--- src/rtl/core/lwfs_pkg.sv ---
// ----------------------------------------------------------------------------
// lwfs_pkg
// Shared types, codes and helpers for the panel window-fill sequencer.
// ----------------------------------------------------------------------------
package lwfs_pkg;

	// default and widest coordinate width
	localparam int COORD_BITS_DEF = 10;
	localparam int COORD_BITS_MAX = 16;

	// default depth of the queue between front and back
	localparam int QUEUE_DEPTH_DEF = 2;

	// configuration channel
	localparam int CFG_INDEX_BITS = 3;
	localparam logic [CFG_INDEX_BITS-1:0] REG_RESET_LOW    = 3'd0;
	localparam logic [CFG_INDEX_BITS-1:0] REG_RESET_WAIT   = 3'd1;
	localparam logic [CFG_INDEX_BITS-1:0] REG_SLEEP_WAIT   = 3'd2;
	localparam logic [CFG_INDEX_BITS-1:0] REG_PIXEL_FORMAT = 3'd3;
	localparam logic [CFG_INDEX_BITS-1:0] REG_ORIENTATION  = 3'd4;

	// register reset values
	localparam logic [7:0] RESET_LOW_DEF    = 8'd150;
	localparam logic [7:0] RESET_WAIT_DEF   = 8'd50;
	localparam logic [7:0] SLEEP_WAIT_DEF   = 8'd100;
	localparam logic [7:0] PIXEL_FORMAT_DEF = 8'h55;
	localparam logic [7:0] ORIENTATION_DEF  = 8'h00;

	// request selector on the input stream
	localparam logic [1:0] FUNC_TICK = 2'd0;
	localparam logic [1:0] FUNC_FILL = 2'd1;
	localparam logic [1:0] FUNC_INIT = 2'd2;

	// panel commands
	localparam logic [7:0] CMD_SLPOUT = 8'h11;
	localparam logic [7:0] CMD_COLMOD = 8'h3A;
	localparam logic [7:0] CMD_MADCTL = 8'h36;
	localparam logic [7:0] CMD_INVON  = 8'h21;
	localparam logic [7:0] CMD_DISPON = 8'h29;
	localparam logic [7:0] CMD_CASET  = 8'h2A;
	localparam logic [7:0] CMD_RASET  = 8'h2B;
	localparam logic [7:0] CMD_RAMWR  = 8'h2C;

	// request status codes
	localparam logic [1:0] ST_NONE       = 2'd0;
	localparam logic [1:0] ST_ACCEPT     = 2'd1;
	localparam logic [1:0] ST_BUSY       = 2'd2;
	localparam logic [1:0] ST_BAD_WINDOW = 2'd3;

	// init sequence steps
	localparam logic [3:0] INIT_RST_LOW    = 4'd0;
	localparam logic [3:0] INIT_RST_WAIT   = 4'd1;
	localparam logic [3:0] INIT_SLP_OUT    = 4'd2;
	localparam logic [3:0] INIT_SLP_WAIT   = 4'd3;
	localparam logic [3:0] INIT_COLMOD     = 4'd4;
	localparam logic [3:0] INIT_COLMOD_ARG = 4'd5;
	localparam logic [3:0] INIT_MADCTL     = 4'd6;
	localparam logic [3:0] INIT_MADCTL_ARG = 4'd7;
	localparam logic [3:0] INIT_INVON      = 4'd8;
	localparam logic [3:0] INIT_DISPON     = 4'd9;

	// fill sequence steps
	localparam logic [3:0] FILL_CASET   = 4'd0;
	localparam logic [3:0] FILL_XS_HI   = 4'd1;
	localparam logic [3:0] FILL_XS_LO   = 4'd2;
	localparam logic [3:0] FILL_XE_HI   = 4'd3;
	localparam logic [3:0] FILL_XE_LO   = 4'd4;
	localparam logic [3:0] FILL_RASET   = 4'd5;
	localparam logic [3:0] FILL_YS_HI   = 4'd6;
	localparam logic [3:0] FILL_YS_LO   = 4'd7;
	localparam logic [3:0] FILL_YE_HI   = 4'd8;
	localparam logic [3:0] FILL_YE_LO   = 4'd9;
	localparam logic [3:0] FILL_RAMWR   = 4'd10;
	localparam logic [3:0] FILL_PIXELS  = 4'd11;

	// classified request kind
	typedef enum logic [1:0] {
		KIND_TICK,
		KIND_FILL,
		KIND_INIT,
		KIND_NOP
	} kind_t;

	// sequencer mode
	typedef enum logic [1:0] {
		MODE_IDLE,
		MODE_INIT,
		MODE_FILL
	} mode_t;

	// one result item
	typedef struct packed {
		logic       byte_valid;
		logic       dc_level;
		logic [7:0] data_byte;
		logic       reset_level;
		logic       busy_res;
		logic       last_byte;
		logic [1:0] status;
	} res_t;

	// bits of one queued entry: kind, bad flag, four corners, two spans, color
	function automatic int entry_bits(input int cb);
		return 2 + 1 + 6 * cb + 16;
	endfunction

	// a wait register of zero counts as one tick
	function automatic logic [7:0] at_least_one(input logic [7:0] v);
		return (v == 8'd0) ? 8'd1 : v;
	endfunction

endpackage

--- src/rtl/core/lwfs_front.sv ---
// ----------------------------------------------------------------------------
// lwfs_front
// Accepts requests, classifies them and checks the window, one stage deep.
// ----------------------------------------------------------------------------
module lwfs_front #(
	parameter int COORD_BITS = lwfs_pkg::COORD_BITS_DEF,
	parameter int ENTRY_W    = lwfs_pkg::entry_bits(lwfs_pkg::COORD_BITS_DEF)
) (
	input  logic                  clk,
	input  logic                  arst_n,
	input  logic                  in_valid,
	output logic                  in_ready,
	input  logic [1:0]            func,
	input  logic [COORD_BITS-1:0] x_start,
	input  logic [COORD_BITS-1:0] y_start,
	input  logic [COORD_BITS-1:0] x_end,
	input  logic [COORD_BITS-1:0] y_end,
	input  logic [15:0]           fill_color,
	output logic                  entry_valid,
	input  logic                  entry_ready,
	output logic [ENTRY_W-1:0]    entry
);
	import lwfs_pkg::*;

	typedef struct packed {
		kind_t                 kind;
		logic                  bad;
		logic [COORD_BITS-1:0] x_lo;
		logic [COORD_BITS-1:0] x_hi;
		logic [COORD_BITS-1:0] y_lo;
		logic [COORD_BITS-1:0] y_hi;
		logic [COORD_BITS-1:0] span_x;
		logic [COORD_BITS-1:0] span_y;
		logic [15:0]           color;
	} entry_t;

	entry_t              cls;
	entry_t              entry_s1;
	logic                valid_s1;
	logic [COORD_BITS:0] diff_x;
	logic [COORD_BITS:0] diff_y;

	// window spans; a borrow means end before start
	assign diff_x = {1'b0, x_end} - {1'b0, x_start};
	assign diff_y = {1'b0, y_end} - {1'b0, y_start};

	// classify the request
	always_comb begin
		cls.kind   = KIND_NOP;
		cls.bad    = diff_x[COORD_BITS] | diff_y[COORD_BITS];
		cls.x_lo   = x_start;
		cls.x_hi   = x_end;
		cls.y_lo   = y_start;
		cls.y_hi   = y_end;
		cls.span_x = diff_x[COORD_BITS-1:0];
		cls.span_y = diff_y[COORD_BITS-1:0];
		cls.color  = fill_color;
		case (func)
			FUNC_TICK: cls.kind = KIND_TICK;
			FUNC_FILL: cls.kind = KIND_FILL;
			FUNC_INIT: cls.kind = KIND_INIT;
			default:   cls.kind = KIND_NOP;
		endcase
	end

	assign in_ready = !valid_s1 || entry_ready;

	// stage register control
	always_ff @(posedge clk or negedge arst_n) begin
		if (!arst_n) begin
			valid_s1 <= 1'b0;
		end else if (in_ready) begin
			valid_s1 <= in_valid;
		end
	end

	// stage register payload
	always_ff @(posedge clk) begin
		if (in_valid && in_ready) begin
			entry_s1 <= cls;
		end
	end

	assign entry_valid = valid_s1;
	assign entry       = entry_s1;

endmodule

--- src/rtl/core/lwfs_queue.sv ---
// ----------------------------------------------------------------------------
// lwfs_queue
// Short first-in first-out queue between the front and the back.
// ----------------------------------------------------------------------------
module lwfs_queue #(
	parameter int WIDTH = 8,
	parameter int DEPTH = lwfs_pkg::QUEUE_DEPTH_DEF
) (
	input  logic             clk,
	input  logic             arst_n,
	input  logic             push_valid,
	output logic             push_ready,
	input  logic [WIDTH-1:0] push_data,
	output logic             pop_valid,
	input  logic             pop,
	output logic [WIDTH-1:0] pop_data
);
	localparam int PTR_W = (DEPTH > 1) ? $clog2(DEPTH) : 1;
	localparam int CNT_W = $clog2(DEPTH + 1);

	logic [WIDTH-1:0] mem [DEPTH];
	logic [PTR_W-1:0] wr_ptr_q;
	logic [PTR_W-1:0] rd_ptr_q;
	logic [CNT_W-1:0] count_q;
	logic             do_push;
	logic             do_pop;

	assign push_ready = count_q != CNT_W'(DEPTH);
	assign pop_valid  = count_q != '0;
	assign do_push    = push_valid && push_ready;
	assign do_pop     = pop && pop_valid;
	assign pop_data   = mem[rd_ptr_q];

	// storage write
	always_ff @(posedge clk) begin
		if (do_push) begin
			mem[wr_ptr_q] <= push_data;
		end
	end

	// pointers and fill count
	always_ff @(posedge clk or negedge arst_n) begin
		if (!arst_n) begin
			wr_ptr_q <= '0;
			rd_ptr_q <= '0;
			count_q  <= '0;
		end else begin
			if (do_push) begin
				wr_ptr_q <= (wr_ptr_q == PTR_W'(DEPTH - 1)) ? '0 : wr_ptr_q + 1'b1;
			end
			if (do_pop) begin
				rd_ptr_q <= (rd_ptr_q == PTR_W'(DEPTH - 1)) ? '0 : rd_ptr_q + 1'b1;
			end
			if (do_push && !do_pop) begin
				count_q <= count_q + 1'b1;
			end else if (do_pop && !do_push) begin
				count_q <= count_q - 1'b1;
			end
		end
	end

endmodule

--- src/rtl/core/lwfs_back.sv ---
// ----------------------------------------------------------------------------
// lwfs_back
// Runs init and fill sequences into an output register, one queued request
// per cycle while it is not stalled; also holds the configuration registers.
// ----------------------------------------------------------------------------
module lwfs_back #(
	parameter int COORD_BITS = lwfs_pkg::COORD_BITS_DEF,
	parameter int ENTRY_W    = lwfs_pkg::entry_bits(lwfs_pkg::COORD_BITS_DEF)
) (
	input  logic                                clk,
	input  logic                                arst_n,
	input  logic                                cfg_valid,
	input  logic [lwfs_pkg::CFG_INDEX_BITS-1:0] cfg_index,
	input  logic [7:0]                          cfg_data,
	input  logic                                q_valid,
	input  logic [ENTRY_W-1:0]                  q_data,
	output logic                                q_pop,
	output logic                                res_valid,
	input  logic                                res_ready,
	output lwfs_pkg::res_t                      res
);
	import lwfs_pkg::*;

	typedef struct packed {
		kind_t                 kind;
		logic                  bad;
		logic [COORD_BITS-1:0] x_lo;
		logic [COORD_BITS-1:0] x_hi;
		logic [COORD_BITS-1:0] y_lo;
		logic [COORD_BITS-1:0] y_hi;
		logic [COORD_BITS-1:0] span_x;
		logic [COORD_BITS-1:0] span_y;
		logic [15:0]           color;
	} entry_t;

	entry_t e;

	// configuration registers
	logic [7:0] reset_low_q, reset_wait_q, sleep_wait_q, pix_fmt_q, orient_q;

	// sequencer state
	mode_t                 mode_q, mode_d;
	logic [3:0]            step_q, step_d;
	logic [7:0]            wait_q, wait_d;
	logic                  rst_line_q, rst_line_d;
	logic                  low_half_q, low_half_d;
	logic [COORD_BITS-1:0] col_q, col_d, row_q, row_d;
	logic [COORD_BITS-1:0] x_lo_q, x_hi_q, y_lo_q, y_hi_q, span_x_q, span_y_q;
	logic [15:0]           color_q;
	logic                  load_window;
	logic [7:0]            wait_dec;
	logic [15:0]           xs_w, xe_w, ys_w, ye_w;
	logic                  col_end, row_end;

	res_t res_d;
	res_t res_q;
	logic res_valid_q;

	assign e        = entry_t'(q_data);
	assign q_pop    = q_valid && (!res_valid_q || res_ready);
	assign wait_dec = wait_q - 8'd1;
	assign xs_w     = 16'(x_lo_q);
	assign xe_w     = 16'(x_hi_q);
	assign ys_w     = 16'(y_lo_q);
	assign ye_w     = 16'(y_hi_q);
	assign col_end  = col_q == span_x_q;
	assign row_end  = row_q == span_y_q;

	// configuration writes
	always_ff @(posedge clk or negedge arst_n) begin
		if (!arst_n) begin
			reset_low_q  <= RESET_LOW_DEF;
			reset_wait_q <= RESET_WAIT_DEF;
			sleep_wait_q <= SLEEP_WAIT_DEF;
			pix_fmt_q    <= PIXEL_FORMAT_DEF;
			orient_q     <= ORIENTATION_DEF;
		end else if (cfg_valid) begin
			case (cfg_index)
				REG_RESET_LOW:    reset_low_q  <= cfg_data;
				REG_RESET_WAIT:   reset_wait_q <= cfg_data;
				REG_SLEEP_WAIT:   sleep_wait_q <= cfg_data;
				REG_PIXEL_FORMAT: pix_fmt_q    <= cfg_data;
				REG_ORIENTATION:  orient_q     <= cfg_data;
				default: ;
			endcase
		end
	end

	// next state
	always_comb begin
		mode_d      = mode_q;
		step_d      = step_q;
		wait_d      = wait_q;
		rst_line_d  = rst_line_q;
		low_half_d  = low_half_q;
		col_d       = col_q;
		row_d       = row_q;
		load_window = 1'b0;
		case (e.kind)
			KIND_INIT: begin
				if (mode_q == MODE_IDLE) begin
					mode_d     = MODE_INIT;
					step_d     = INIT_RST_LOW;
					rst_line_d = 1'b0;
					wait_d     = at_least_one(reset_low_q);
				end
			end
			KIND_FILL: begin
				if (mode_q == MODE_IDLE && !e.bad) begin
					mode_d      = MODE_FILL;
					step_d      = FILL_CASET;
					load_window = 1'b1;
					col_d       = '0;
					row_d       = '0;
					low_half_d  = 1'b0;
				end
			end
			KIND_TICK: begin
				case (mode_q)
					MODE_INIT: begin
						case (step_q)
							INIT_RST_LOW: begin
								wait_d = wait_dec;
								if (wait_dec == 8'd0) begin
									rst_line_d = 1'b1;
									wait_d     = at_least_one(reset_wait_q);
									step_d     = INIT_RST_WAIT;
								end
							end
							INIT_RST_WAIT, INIT_SLP_WAIT: begin
								wait_d = wait_dec;
								if (wait_dec == 8'd0) begin
									step_d = step_q + 4'd1;
								end
							end
							INIT_SLP_OUT: begin
								wait_d = at_least_one(sleep_wait_q);
								step_d = INIT_SLP_WAIT;
							end
							INIT_COLMOD, INIT_COLMOD_ARG, INIT_MADCTL,
							INIT_MADCTL_ARG, INIT_INVON: begin
								step_d = step_q + 4'd1;
							end
							default: begin
								mode_d = MODE_IDLE;
								step_d = INIT_RST_LOW;
							end
						endcase
					end
					MODE_FILL: begin
						if (step_q < FILL_PIXELS) begin
							step_d = step_q + 4'd1;
						end else if (!low_half_q) begin
							low_half_d = 1'b1;
						end else begin
							low_half_d = 1'b0;
							if (col_end) begin
								col_d = '0;
								if (row_end) begin
									mode_d = MODE_IDLE;
									step_d = FILL_CASET;
									row_d  = '0;
								end else begin
									row_d = row_q + 1'b1;
								end
							end else begin
								col_d = col_q + 1'b1;
							end
						end
					end
					default: ;
				endcase
			end
			default: ;
		endcase
	end

	// result fields
	always_comb begin
		res_d             = '0;
		res_d.reset_level = rst_line_d;
		res_d.busy_res    = mode_d != MODE_IDLE;
		case (e.kind)
			KIND_INIT, KIND_FILL: begin
				if (mode_q != MODE_IDLE) begin
					res_d.status = ST_BUSY;
				end else if (e.kind == KIND_FILL && e.bad) begin
					res_d.status = ST_BAD_WINDOW;
				end else begin
					res_d.status = ST_ACCEPT;
				end
			end
			KIND_TICK: begin
				case (mode_q)
					MODE_INIT: begin
						res_d.byte_valid = 1'b1;
						case (step_q)
							INIT_RST_LOW, INIT_RST_WAIT, INIT_SLP_WAIT:
								res_d.byte_valid = 1'b0;
							INIT_SLP_OUT:    res_d.data_byte = CMD_SLPOUT;
							INIT_COLMOD:     res_d.data_byte = CMD_COLMOD;
							INIT_COLMOD_ARG: begin
								res_d.dc_level  = 1'b1;
								res_d.data_byte = pix_fmt_q;
							end
							INIT_MADCTL:     res_d.data_byte = CMD_MADCTL;
							INIT_MADCTL_ARG: begin
								res_d.dc_level  = 1'b1;
								res_d.data_byte = orient_q;
							end
							INIT_INVON:      res_d.data_byte = CMD_INVON;
							default: begin
								res_d.data_byte = CMD_DISPON;
								res_d.last_byte = 1'b1;
							end
						endcase
					end
					MODE_FILL: begin
						res_d.byte_valid = 1'b1;
						res_d.dc_level   = 1'b1;
						case (step_q)
							FILL_CASET: begin
								res_d.dc_level  = 1'b0;
								res_d.data_byte = CMD_CASET;
							end
							FILL_XS_HI: res_d.data_byte = xs_w[15:8];
							FILL_XS_LO: res_d.data_byte = xs_w[7:0];
							FILL_XE_HI: res_d.data_byte = xe_w[15:8];
							FILL_XE_LO: res_d.data_byte = xe_w[7:0];
							FILL_RASET: begin
								res_d.dc_level  = 1'b0;
								res_d.data_byte = CMD_RASET;
							end
							FILL_YS_HI: res_d.data_byte = ys_w[15:8];
							FILL_YS_LO: res_d.data_byte = ys_w[7:0];
							FILL_YE_HI: res_d.data_byte = ye_w[15:8];
							FILL_YE_LO: res_d.data_byte = ye_w[7:0];
							FILL_RAMWR: begin
								res_d.dc_level  = 1'b0;
								res_d.data_byte = CMD_RAMWR;
							end
							default: begin
								res_d.data_byte = low_half_q ? color_q[7:0] : color_q[15:8];
								res_d.last_byte = low_half_q && col_end && row_end;
							end
						endcase
					end
					default: ;
				endcase
			end
			default: ;
		endcase
	end

	// sequencer control state
	always_ff @(posedge clk or negedge arst_n) begin
		if (!arst_n) begin
			mode_q     <= MODE_IDLE;
			step_q     <= '0;
			wait_q     <= '0;
			rst_line_q <= 1'b1;
			low_half_q <= 1'b0;
			col_q      <= '0;
			row_q      <= '0;
		end else if (q_pop) begin
			mode_q     <= mode_d;
			step_q     <= step_d;
			wait_q     <= wait_d;
			rst_line_q <= rst_line_d;
			low_half_q <= low_half_d;
			col_q      <= col_d;
			row_q      <= row_d;
		end
	end

	// window and color captured on an accepted fill
	always_ff @(posedge clk) begin
		if (q_pop && load_window) begin
			x_lo_q   <= e.x_lo;
			x_hi_q   <= e.x_hi;
			y_lo_q   <= e.y_lo;
			y_hi_q   <= e.y_hi;
			span_x_q <= e.span_x;
			span_y_q <= e.span_y;
			color_q  <= e.color;
		end
	end

	// output register
	always_ff @(posedge clk or negedge arst_n) begin
		if (!arst_n) begin
			res_valid_q <= 1'b0;
		end else if (!res_valid_q || res_ready) begin
			res_valid_q <= q_valid;
		end
	end

	always_ff @(posedge clk) begin
		if (q_pop) begin
			res_q <= res_d;
		end
	end

	assign res_valid = res_valid_q;
	assign res       = res_q;

	// a request result never carries a panel byte
	a_status_no_byte: assert property (@(posedge clk) disable iff (!arst_n)
		res_valid_q && res_q.status != ST_NONE |-> !res_q.byte_valid)
		else $error("request result carries a byte");

	// the final byte of a sequence leaves the block idle
	a_last_idle: assert property (@(posedge clk) disable iff (!arst_n)
		res_valid_q && res_q.last_byte |-> res_q.byte_valid && !res_q.busy_res)
		else $error("last byte while still busy");

	// the panel reset line is released whenever no sequence runs
	a_idle_released: assert property (@(posedge clk) disable iff (!arst_n)
		mode_q == MODE_IDLE |-> rst_line_q)
		else $error("panel reset held while idle");

	// init never runs past display-on
	a_init_step: assert property (@(posedge clk) disable iff (!arst_n)
		mode_q == MODE_INIT |-> step_q <= INIT_DISPON)
		else $error("init step out of range");

	// pixel counters stay inside the window
	a_pixel_bounds: assert property (@(posedge clk) disable iff (!arst_n)
		mode_q == MODE_FILL |-> col_q <= span_x_q && row_q <= span_y_q)
		else $error("pixel counter outside window");

endmodule

--- src/rtl/core/lcd_window_fill_sequencer.sv ---
// ----------------------------------------------------------------------------
// lcd_window_fill_sequencer
// Init and rectangle-fill byte sequencer for a serial TFT panel.
// ----------------------------------------------------------------------------
//
//   channel   signals                              role
//   s_axis    s_tvalid s_tready s_tdata s_tuser    requests and byte ticks in
//   m_axis    m_tvalid m_tready m_tdata m_tuser    one result per request out
//             m_tlast
//   cfg       cfg_valid cfg_ready cfg_index        register writes
//             cfg_data
//
// One transaction in gives one transaction out; a new one is taken every cycle
// while no side stalls, through front classify stage, queue, output register.
// The back sequencer step is the per-item loop and settles the rate.
// Either side may stall; the queue and output register keep full throughput.
// After reset the configuration registers hold their defaults, the panel
// reset line is released and the sequencer is idle.
// ----------------------------------------------------------------------------
module lcd_window_fill_sequencer #(
	parameter int  COORD_BITS  = lwfs_pkg::COORD_BITS_DEF,
	parameter int  QUEUE_DEPTH = lwfs_pkg::QUEUE_DEPTH_DEF,
	localparam int IN_W        = ((4 * COORD_BITS + 16 + 7) / 8) * 8
) (
	input  logic                                clk,
	input  logic                                arst_n,
	// x_start, y_start, x_end, y_end, fill_color, zero fill
	input  logic [IN_W-1:0]                     s_tdata,
	// func
	input  logic [1:0]                          s_tuser,
	input  logic                                s_tvalid,
	output logic                                s_tready,
	// byte_valid, data_byte, reset_level, busy_res, status, zero fill
	output logic [15:0]                         m_tdata,
	// dc_level
	output logic                                m_tuser,
	output logic                                m_tlast,
	output logic                                m_tvalid,
	input  logic                                m_tready,
	input  logic                                cfg_valid,
	output logic                                cfg_ready,
	input  logic [lwfs_pkg::CFG_INDEX_BITS-1:0] cfg_index,
	input  logic [7:0]                          cfg_data
);
	import lwfs_pkg::*;

	localparam int CB      = COORD_BITS;
	localparam int ENTRY_W = entry_bits(COORD_BITS);

	logic               f_valid;
	logic               f_ready;
	logic [ENTRY_W-1:0] f_entry;
	logic               q_valid;
	logic               q_pop;
	logic [ENTRY_W-1:0] q_data;
	res_t               res;

	assign cfg_ready = 1'b1;

	// request intake and classification
	lwfs_front #(
		.COORD_BITS (COORD_BITS),
		.ENTRY_W    (ENTRY_W)
	) u_front (
		.clk         (clk),
		.arst_n      (arst_n),
		.in_valid    (s_tvalid),
		.in_ready    (s_tready),
		.func        (s_tuser),
		.x_start     (s_tdata[CB-1:0]),
		.y_start     (s_tdata[2*CB-1:CB]),
		.x_end       (s_tdata[3*CB-1:2*CB]),
		.y_end       (s_tdata[4*CB-1:3*CB]),
		.fill_color  (s_tdata[4*CB+15:4*CB]),
		.entry_valid (f_valid),
		.entry_ready (f_ready),
		.entry       (f_entry)
	);

	// decoupling queue
	lwfs_queue #(
		.WIDTH (ENTRY_W),
		.DEPTH (QUEUE_DEPTH)
	) u_queue (
		.clk        (clk),
		.arst_n     (arst_n),
		.push_valid (f_valid),
		.push_ready (f_ready),
		.push_data  (f_entry),
		.pop_valid  (q_valid),
		.pop        (q_pop),
		.pop_data   (q_data)
	);

	// sequencer
	lwfs_back #(
		.COORD_BITS (COORD_BITS),
		.ENTRY_W    (ENTRY_W)
	) u_back (
		.clk       (clk),
		.arst_n    (arst_n),
		.cfg_valid (cfg_valid),
		.cfg_index (cfg_index),
		.cfg_data  (cfg_data),
		.q_valid   (q_valid),
		.q_data    (q_data),
		.q_pop     (q_pop),
		.res_valid (m_tvalid),
		.res_ready (m_tready),
		.res       (res)
	);

	// result packing
	assign m_tdata = {3'b000, res.status, res.busy_res, res.reset_level,
		res.data_byte, res.byte_valid};
	assign m_tuser = res.dc_level;
	assign m_tlast = res.last_byte;

endmodule
--- config.mk ---
export PLATFORM = sky130hd
export DESIGN_NAME = lcd_window_fill_sequencer
export DESIGN_NICKNAME = d
export VERILOG_FILES = /design/src/rtl/core/lwfs_pkg.sv /design/src/rtl/core/lwfs_front.sv /design/src/rtl/core/lwfs_queue.sv /design/src/rtl/core/lwfs_back.sv /design/src/rtl/core/lcd_window_fill_sequencer.sv
export SDC_FILE = /design/constraint.sdc
export NUM_CORES = 1
export LEC_CHECK = 0
export BUFFER_PORTS_ARGS = -buffer_cell sky130_fd_sc_hd__buf_4
export CELL_PAD_IN_SITES_DETAIL_PLACEMENT = 1
export CELL_PAD_IN_SITES_GLOBAL_PLACEMENT = 1
export CORE_AREA = 3 3 170 238
export DETAILED_ROUTE_END_ITERATION = 7
export DIE_AREA = 0 0 173 241
export HOLD_SLACK_MARGIN = 0.05
export PLACE_DENSITY = 0.77
export SLEW_MARGIN = 30
export SYNTH_ARGS = -nofsm -noshare
export SYNTH_HDL_FRONTEND = slang
export SYNTH_SLANG_ARGS = --single-unit
--- constraint.sdc ---
create_clock -name clk -period 12.2 [get_ports clk]
set_input_delay 1.83 -clock clk [delete_from_list [all_inputs] [get_ports clk]]
set_output_delay 1.83 -clock clk [all_outputs]
set_load 0.01 [all_outputs]
# After elaboration in Yosys (flattened, before gate mapping)
# Memories as Yosys holds them, arrays and structs flattened.
# Cells that the tools add are included.
op_classes:
  n_mux: 71
  n_eq_ne: 37
  reduce_logical: 53
  bitwise_logic: 2
  magnitude_cmp: 1
  n_addsub: 10
op_table:
  columns: ["operator", "count"]
  rows:
  - ["$mux W10", 10]
  - ["$pmux W8 S11", 1]
  - ["$pmux W10 S2", 3]
  - ["$mux W8", 7]
  - ["$pmux W8 S7", 1]
  - ["$logic_not A8 Y1", 4]
  - ["$mux W4", 8]
  - ["$pmux W8 S3", 1]
  - ["$mux W2", 11]
  - ["$sub A10 B10 Y11", 2]
  - ["$add A10 B1 Y10 const B", 2]
  - ["$eq A10 B10 Y1", 2]
  - ["$mux W1", 19]
  - ["$eq A4 B3 Y1 const B", 4]
  - ["$pmux W4 S4", 1]
  - ["$pmux W8 S2", 1]
  - ["$eq A4 B4 Y1 const B", 3]
  - ["$ne A4 B2 Y1 const B", 3]
  - ["$ne A4 B3 Y1 const B", 3]
  - ["$pmux W2 S3", 2]
  - ["$pmux W4 S3", 1]
  - ["$reduce_bool A2 Y1", 6]
  - ["$logic_and A1 B1 Y1", 11]
  - ["$reduce_or A11 Y1", 1]
  - ["other kinds (36)", 67]
totals:
  out_inout_bits: 21
  mem_bits_rw: 158
  elab_cells: 216
  reg_bits: 252
  memories: 1
  inputBits: 74
memory_table:
  columns: ["name", "depth", "word_bits", "read_ports", "rd_clocked_by_memory_dff", "wr", "line_no", "rtl"]
  rows:
  - ["u_queue.mem", 2, 79, 1, 0, 1, "lwfs_queue.sv:21", "logic [WIDTH-1:0] mem [DEPTH];"]

# Depth between registers and ports, before layout
# Gate-level depths: netlist (run 1).
depth:
  depth_word: 8
  ltp_mapped: 13
  ltp_nobuf: 9

# Modules after synthesis
# A second synthesis (run 1) with hierarchy kept.
unflattened:
  cells_unflattened: 1154
  area_unflattened_um2: 17682.0
modules_own_cells:
  columns: ["module", "seq_area_each_um2", "area_each_um2", "n_inst", "cells_each"]
  rows:
  - ["lwfs_back", 4678.2, 7991.4, 1, 664]
  - ["lwfs_queue", 4844.6, 6296.0, 1, 264]
  - ["lwfs_front", 2397.3, 3357.0, 1, 220]
  - ["lcd_window_fill_sequencer", 0.0, 37.5, 1, 6]

# Worst setup path before layout (run 1)
# OpenSTA, ideal clock, no wires.
synth_timing:
  kind: "input-to-reg"
  start: "in m_tready"
  end: "reg u_back.color_q[0] (enable)"
  setup_time_ps: 511
  path_stages: 4
  setup_slack_ps: 6108
  arrival_ps: 5581
  path_buffers: 1
  cell_sequence: "nand2b_1 > o21ai_0 > clkbuf_1 > nor2_1"
synth_between:
  elab_chain_cells: 3
synth_rtl:
  columns: ["item", "line_no", "rtl"]
  rows:
  - ["start, declared", "lcd_window_fill_sequencer.sv:39", "input logic m_tready,"]
  - ["$logic_or A1 B1 Y1", "lwfs_back.sv:60", "assign q_pop = q_valid && (!res_valid_q || res_ready);"]
  - ["$logic_and A1 B1 Y1", "lwfs_back.sv:60", null]
  - ["$logic_and A1 B1 Y1", "lwfs_back.sv:278", "if (q_pop && load_window) begin"]
  - ["end signal, assigned", "lwfs_back.sv:285", "color_q <= e.color;"]
  - ["end, declared", "lwfs_back.sv:49", "logic [15:0] color_q;"]
# Every way passes these cells.
# A chain may end at the register's enable or synchronous reset.

# Final worst setup path (run 1)
layout_timing:
  start: "reg u_queue.rd_ptr_q"
  end: "reg u_back.row_q[5]"
layout_between:
  elab_chain_cells: 5
  elab_cells_between_ends: 13
  cone_classes: "eq/ne (6); mux (1); reduce/logical (5); memory (1)"
layout_rtl:
  columns: ["item", "line_no", "rtl"]
  rows:
  - ["start, declared", "lwfs_queue.sv:23", "logic [PTR_W-1:0] rd_ptr_q;"]
  - ["start signal, assigned", "lwfs_queue.sv:52", "rd_ptr_q <= (rd_ptr_q == PTR_W'(DEPTH - 1)) ? '0 : rd_ptr_q + 1'b1;"]
  - ["$mem_v2 Z2 W79 (*)", null, null]
  - ["$logic_not A1 Y1", "lwfs_back.sv:109", "if (mode_q == MODE_IDLE && !e.bad) begin"]
  - ["$logic_and A1 B1 Y1", "lwfs_back.sv:109", null]
  - ["$ne A2 B1 Y1 (no line)", null, null]
  - ["$reduce_and A7 Y1 (no line)", null, null]
  - ["end signal, assigned", "lwfs_back.sv:272", "row_q <= row_d;"]
  - ["end, declared", "lwfs_back.sv:47", "logic [COORD_BITS-1:0] col_q, col_d, row_q, row_d;"]
# Mark *: on every way between the ends. The rest lies on a longest branch, timed or not.

==> impl_metrics.env, run 1 <==
export IMPL_synth_ff_type="edfxtp_1"
export IMPL_portBuffers=90
export IMPL_ys_warn_count=0
export IMPL_synthCells=1167
export IMPL_die_h_um=241
export IMPL_hold_class="reg -> reg"
export IMPL_period_needed_ns=4.402
export IMPL_cts_buffer_depth=3
export IMPL_power_w=0.004398
export IMPL_grt_pass1_vias=11070
export IMPL_arrival_ns=4.84
export IMPL_start_util=0.4483
export IMPL_finalSetupViolations=0
export IMPL_ys_async_sr_fraction=0.2000
export IMPL_post_cts_buffers=0
export IMPL_finalSetupTns_ns=0
export IMPL_cts_buffers=41
export IMPL_design_area_um2=19950
export IMPL_layout_drive_gt1_share=0.2467
export IMPL_fillers=3796
export IMPL_yosysUniqueCellTypes=73
export IMPL_gp_congestion=0.8621
export IMPL_clk_pin_slew_ns=0.06
export IMPL_crit_fanout=28
export IMPL_grt_pass1_wl_mm=64.40
export IMPL_p_leak_nw=7.179
export IMPL_critPathKind="reg -> reg"
export IMPL_htree_levels=2
export IMPL_status="completed"
export IMPL_drtAntennaViolNets=0
export IMPL_drt_pre_antenna_iters=5
export IMPL_powerDensity_nw_per_um2=220.5
export IMPL_cts_root_buf="clkbuf_16"
export IMPL_fp_dieW_um=173
export IMPL_insertion_delay_ns=0.55
export IMPL_rsz0062_at_grt="false"
export IMPL_grt_overflow=0
export IMPL_synth_seq_cells=410
export IMPL_drt_first_iter_violations=749
export IMPL_core_region_area_um2=38500
export IMPL_critPathLaunchType="flop"
export IMPL_wl_per_cell_um=22.37
export IMPL_io_pins=95
export IMPL_hpwl_mm=28.31
export IMPL_fin_skew_ns=0.02609
export IMPL_maxCapViolations=0
export IMPL_cts_resized=0
export IMPL_wl_mm=40.69
export IMPL_ctsHoldBuffers=0
export IMPL_die_area_um2=41690
export IMPL_syn_cell_area_um2=17260
export IMPL_hold_violations=0
export IMPL_synth_edf_count=328
export IMPL_grt_max_degree=67
export IMPL_timing_fmax_ghz=0.2272
export IMPL_avgSynthCellArea_um2=14.79
export IMPL_fin_crit_sh=0.3608
export IMPL_via_per_inst=5.547
export IMPL_place_area_um2=18510
export IMPL_ys_seq_area_frac=0.6907
export IMPL_cts_tree="built"
export IMPL_worstPathRequired_ns=12.64
export IMPL_vias=10090
export IMPL_syn2layout_area_growth_pct=15.57
export IMPL_cts_sinks=410
export IMPL_slew_violations=0
export IMPL_antenna_found_initial=0
export IMPL_n_antenna_cell=0
export IMPL_rows=85
export IMPL_grt_usage=0.1970
export IMPL_irDropWorstVdd_mv=0.1146
export IMPL_finalNetCount=1377
export IMPL_tightest_slew_ns=0.9423
export IMPL_final_util=0.5181
export IMPL_crit_path_end_kind="flop"
export IMPL_slew_headroom=0.3660
export IMPL_drc_errors=0
## Yosys cell counts, drive strengths merged (10+ instances only)
library cell  instances  area, um2
nor3                 22      115.1
clkbuf               39      146.4
xor2                 17      148.9
nor4                 11      83.83
dfrtp                67       1677
ha                   36      450.4
nand3                24      120.1
edfxtp              328       9849
o21ai                53      265.3
nor2                 51      191.4
buf                  13      70.07
xnor2                32      280.3
or3                  10      62.56
nand2b               14      87.58
inv                  55      206.5
dfstp                15      394.1
a21oi                28      140.1
nand2                47      176.4
a22oi                20      150.1
a31oi                13      87.58
mux2                118       1329
## area by class of cell
| cell class | instances | area (um2) | share of cell area |
|---|---|---|---|
| flip-flops and latches | 410 | 11920 | 0.5977 |
| multi-input cells | 652 | 4951 | 0.2482 |
| clock buffers | 57 | 1182 | 0.05928 |
| repair buffers | 105 | 815.8 | 0.04090 |
| well taps | 522 | 653.1 | 0.03274 |
| clock inverters | 18 | 216.5 | 0.01085 |
| inverters | 55 | 206.4 | 0.01035 |
## worst max-delay path: stages (launching register included)
cell and delay [ns]:
dfrtp_2 0.82, mux2i_1 0.56, ha_1 0.88, o2111a_1 0.32, a22oi_1 0.12, nor3_2 0.45, nand2_1 0.38, or2_0 0.47
o41ai_1 0.30
## power breakdown
group	switching (W)	total (W)	leakage, nW	internal, W
combinational	0.000591	0.000978	2.43	0.000387
clock	0.000526	0.00129	0.686	0.000766
sequential	0.000173	0.00213	4.07	0.00196
## flip-flops by register name, indices dropped and copies added, names as in the netlist, 10 cells and up
name and flops:
u_queue.mem 158, u_front.entry 79, u_back.color_q 16, u_back.res 15, u_back.col_q 10, u_back.row_q 10
u_back.span_x_q 10, u_back.span_y_q 10, u_back.x_hi_q 10, u_back.x_lo_q 10, u_back.y_hi_q 10, u_back.y_lo_q 10
## kinds of logic after synthesis
logic type | synth area share
flip-flops | 0.6907
AO/OA/AOI/OAI | 0.07866
XOR/XNOR | 0.02487
AND/OR/NAND/NOR | 0.07025
adder cells (fa/ha/maj) | 0.02842
other | 0.0004351
buffers and inverters | 0.02450
multiplexers | 0.08221
## worst paths after layout
kind | from | to | slack (ns) | cells after the start
setup reg to reg | u_queue.rd_ptr_q | u_back.row_q[5] | 7.80 | 8
hold / removal | u_front.entry[55] | u_queue.mem[0][55] | 0.44 | 0
max in group asynchronous | arst_n | u_back.rst_line_q | 10.12 | 3
hold reg to reg | u_front.entry[55] | u_queue.mem[0][55] | 0.44 | 0
setup / recovery | u_queue.rd_ptr_q | u_back.row_q[5] | 7.80 | 8
min in group asynchronous | arst_n | u_back.pix_fmt_q[7] | 1.14 | 1
## metrics by stage
stage	hold WS [ns]	setup slack, ns	instances
after floorplan	0.4215	6.108	1169
after global placement	0.4243	7.471	1742
after detailed placement	0.4306	7.416	1742
after CTS	0.4448	7.756	1817
after global routing	0.4541	7.445	1819
final	0.4447	7.798	1819
## layer usage
layer  track usage  up-vias  wire, um
met4       0.06221        0      1136
met2        0.3702      231     22190
met1        0.2350     5180     15880
li1              -     4610         -
met5             0        -         0
met3       0.02628       69      1486
## layout by cell type (no fill, tap or decap), types with 24 or more instances in the layout
cell	synthesis	layout
clkbuf_16	0	43
buf_4	5	103
mux2_2	118	118
nor2_1	51	49
a21oi_1	28	28
nand3_1	24	24
xnor2_1	32	32
nand2_1	47	47
edfxtp_1	328	328
ha_1	36	36
inv_1	55	55
o21ai_0	51	50
dfrtp_1	67	66
No activity file was read; power rests on OpenSTA's default activity.
==> inputs of run 2 (changes only) <==
PLACE_DENSITY = 0.8   (was 0.77)
clock period = 4 ns   (was 12.2 ns; I/O delays follow)
==> run 2 against run 1 <==
Effect of this change: clock-buffer cell count down 4; clock skew decreased by 0.016 ns; global-route usage grew 0.40 points; routed wire length increased by 2.2%; sequential power increased to 3.0 times the previous value; sequential share of layout area grew 0.22 points; register-to-register slack worse by 7.0 ns; non-clock buffer count is 4 higher; largest power group unchanged; highest routed layer unchanged.
==> impl_metrics.env, run 2 (synthesis gave the netlist of run 1 again) <==
export IMPL_grt_pass1_wl_mm=65.27
export IMPL_startpoint="u_queue.rd_ptr_q"
export IMPL_worstPathRequired_ns=4.44
export IMPL_crit_fanout=13
export IMPL_combPwrFrac=0.235
export IMPL_p_leak_nw=7.144
export IMPL_layout_drive_gt1_share=0.2469
export IMPL_grt_usage=0.2010
export IMPL_cts_root_buf="clkbuf_16"
export IMPL_rsz0062_at_grt="false"
export IMPL_p_sw_frac=0.2997
export IMPL_crit_path_end_kind="flop"
export IMPL_cpMaxStageDelayCell="or2_0"
export IMPL_cp_buffers_inverters=2
export IMPL_cts_buffer_depth=3
export IMPL_multiInputGateArea_um2=4951
export IMPL_cts_tree="built"
export IMPL_wl_per_cell_um=22.82
export IMPL_hold_class="in -> async"
export IMPL_largest_register_ffs=158
export IMPL_intPower_w=0.009272
export IMPL_rr_startpoint="u_queue.rd_ptr_q"
export IMPL_slew_headroom=0.3445
export IMPL_grt_pass1_vias=11030
export IMPL_post_cts_buffers=0
export IMPL_cp_common_cell="buf_4"
export IMPL_drt_pre_antenna_iters=5
export IMPL_grt_max_degree=68
export IMPL_holdWs_ns=0.1487
export IMPL_vias=10060
export IMPL_tightest_slew_ns=0.9743
export IMPL_htree_levels=2
export IMPL_final_common_cell="edfxtp_1"
export IMPL_pwr_share_seq=0.488
export IMPL_ctsHoldBuffers=0
export IMPL_io_pins=95
export IMPL_clockPowerShare=0.277
export IMPL_hpwl_mm=29.36
export IMPL_final_cell_mix="edfxtp_1 (328), mux2_2 (118), buf_4 (106)"
export IMPL_finalSetupViolations=0
export IMPL_maxCapViolations=0
export IMPL_antenna_found_initial=0
export IMPL_final_util=0.5162
export IMPL_critPathLaunchType="flop"
export IMPL_start_util=0.4483
export IMPL_drc_errors=0
export IMPL_p_switching_w=0.003968
export IMPL_timing_fmax_ghz=0.3161
export IMPL_fin_crit_sh=0.7910
export IMPL_fillers=3788
export IMPL_hold_violations=0
export IMPL_powerDensity_nw_per_um2=666.2
export IMPL_via_per_inst=5.521
export IMPL_core_region_area_um2=38500
export IMPL_critPathTopFamily="simple AND/OR/NAND/NOR gates"
export IMPL_fp_dieW_um=173
export IMPL_die_area_um2=41690
export IMPL_power_w=0.01324
export IMPL_drtAntennaViolNets=0
export IMPL_fin_skew_ns=0.01006
export IMPL_design_area_um2=19870
export IMPL_place_area_um2=18570
export IMPL_cts_resized=0
export IMPL_portBuffers=90
export IMPL_cts_sinks=410
export IMPL_irDropWorstVdd_mv=0.4275
export IMPL_ff_latch_area_um2=11920
export IMPL_period_needed_ns=3.164
export IMPL_drt_first_iter_violations=973
export IMPL_insertion_delay_ns=0.55
export IMPL_ff2ff_setup_slack_ns=0.84
export IMPL_syn2layout_area_growth_pct=15.14
export IMPL_clk_pin_slew_ns=0.06
export IMPL_top_register="u_queue.mem"
export IMPL_finalSetupTns_ns=0
export IMPL_critPathMaxStageDelay_ns=0.47
export IMPL_slew_violations=0
export IMPL_cts_buffers=41
export IMPL_arrival_ns=3.60
export IMPL_rows=85
export IMPL_path_cells="buf_4, mux2i_1, ha_1, o2111a_1, a22oi_1, nor3_2, buf_4, nand2_1, or2_0, o41ai_1"
export IMPL_gp_congestion=0.8599
export IMPL_grt_overflow=0
export IMPL_finalNetCount=1381
export IMPL_critPathKind="reg -> reg"
export IMPL_n_antenna_cell=0
export IMPL_wl_mm=41.57
export IMPL_die_h_um=241
export IMPL_status="completed"
run 2: path summary, 6_finish.rpt:
kind,end,depth (start not counted)
max in group asynchronous,u_back.pix_fmt_q[4],2
max,u_back.row_q[5],10
max reg2reg,u_back.row_q[5],10
min reg2reg,u_queue.mem[0][78],0
min,u_back.reset_low_q[6],1
min in group clk,u_front.entry[3],1
run 2: stage by stage:
stage	worst slack, ns	instances
finish	0.8360	1822
global route	0.5511	1822
CTS	0.8322	1821
detailed placement	0.8844	1747
global placement	1.093	1747
floorplan	0.4798	1169
run 2: area by class of cell:
class	instances	area share
flip-flops and latches	410	0.5999
clock inverters	21	0.009003
repair buffers	109	0.04344
well taps	522	0.03287
inverters	55	0.01039
multi-input cells	652	0.2491
clock buffers	53	0.05528
run 2: routing by layer:
metal,vias up,wire length [um],global-route usage
met5,-,0,0
met3,71,1498,0.02770
met1,5110,16210,0.2361
met2,267,22530,0.3794
met4,0,1331,0.06762
li1,4612,-,-
run 2: power groups by stage:
stage | Combinational [W] | Sequential, W | Clock, W
global route | 0.00341 | 0.00654 | 0.00394
floorplan | 0.00208 | 0.00635 | 0
CTS | 0.00314 | 0.00646 | 0.00375
detailed placement | 0.00310 | 0.00653 | 0
global placement | 0.00296 | 0.00644 | 0
finish | 0.00311 | 0.00646 | 0.00367
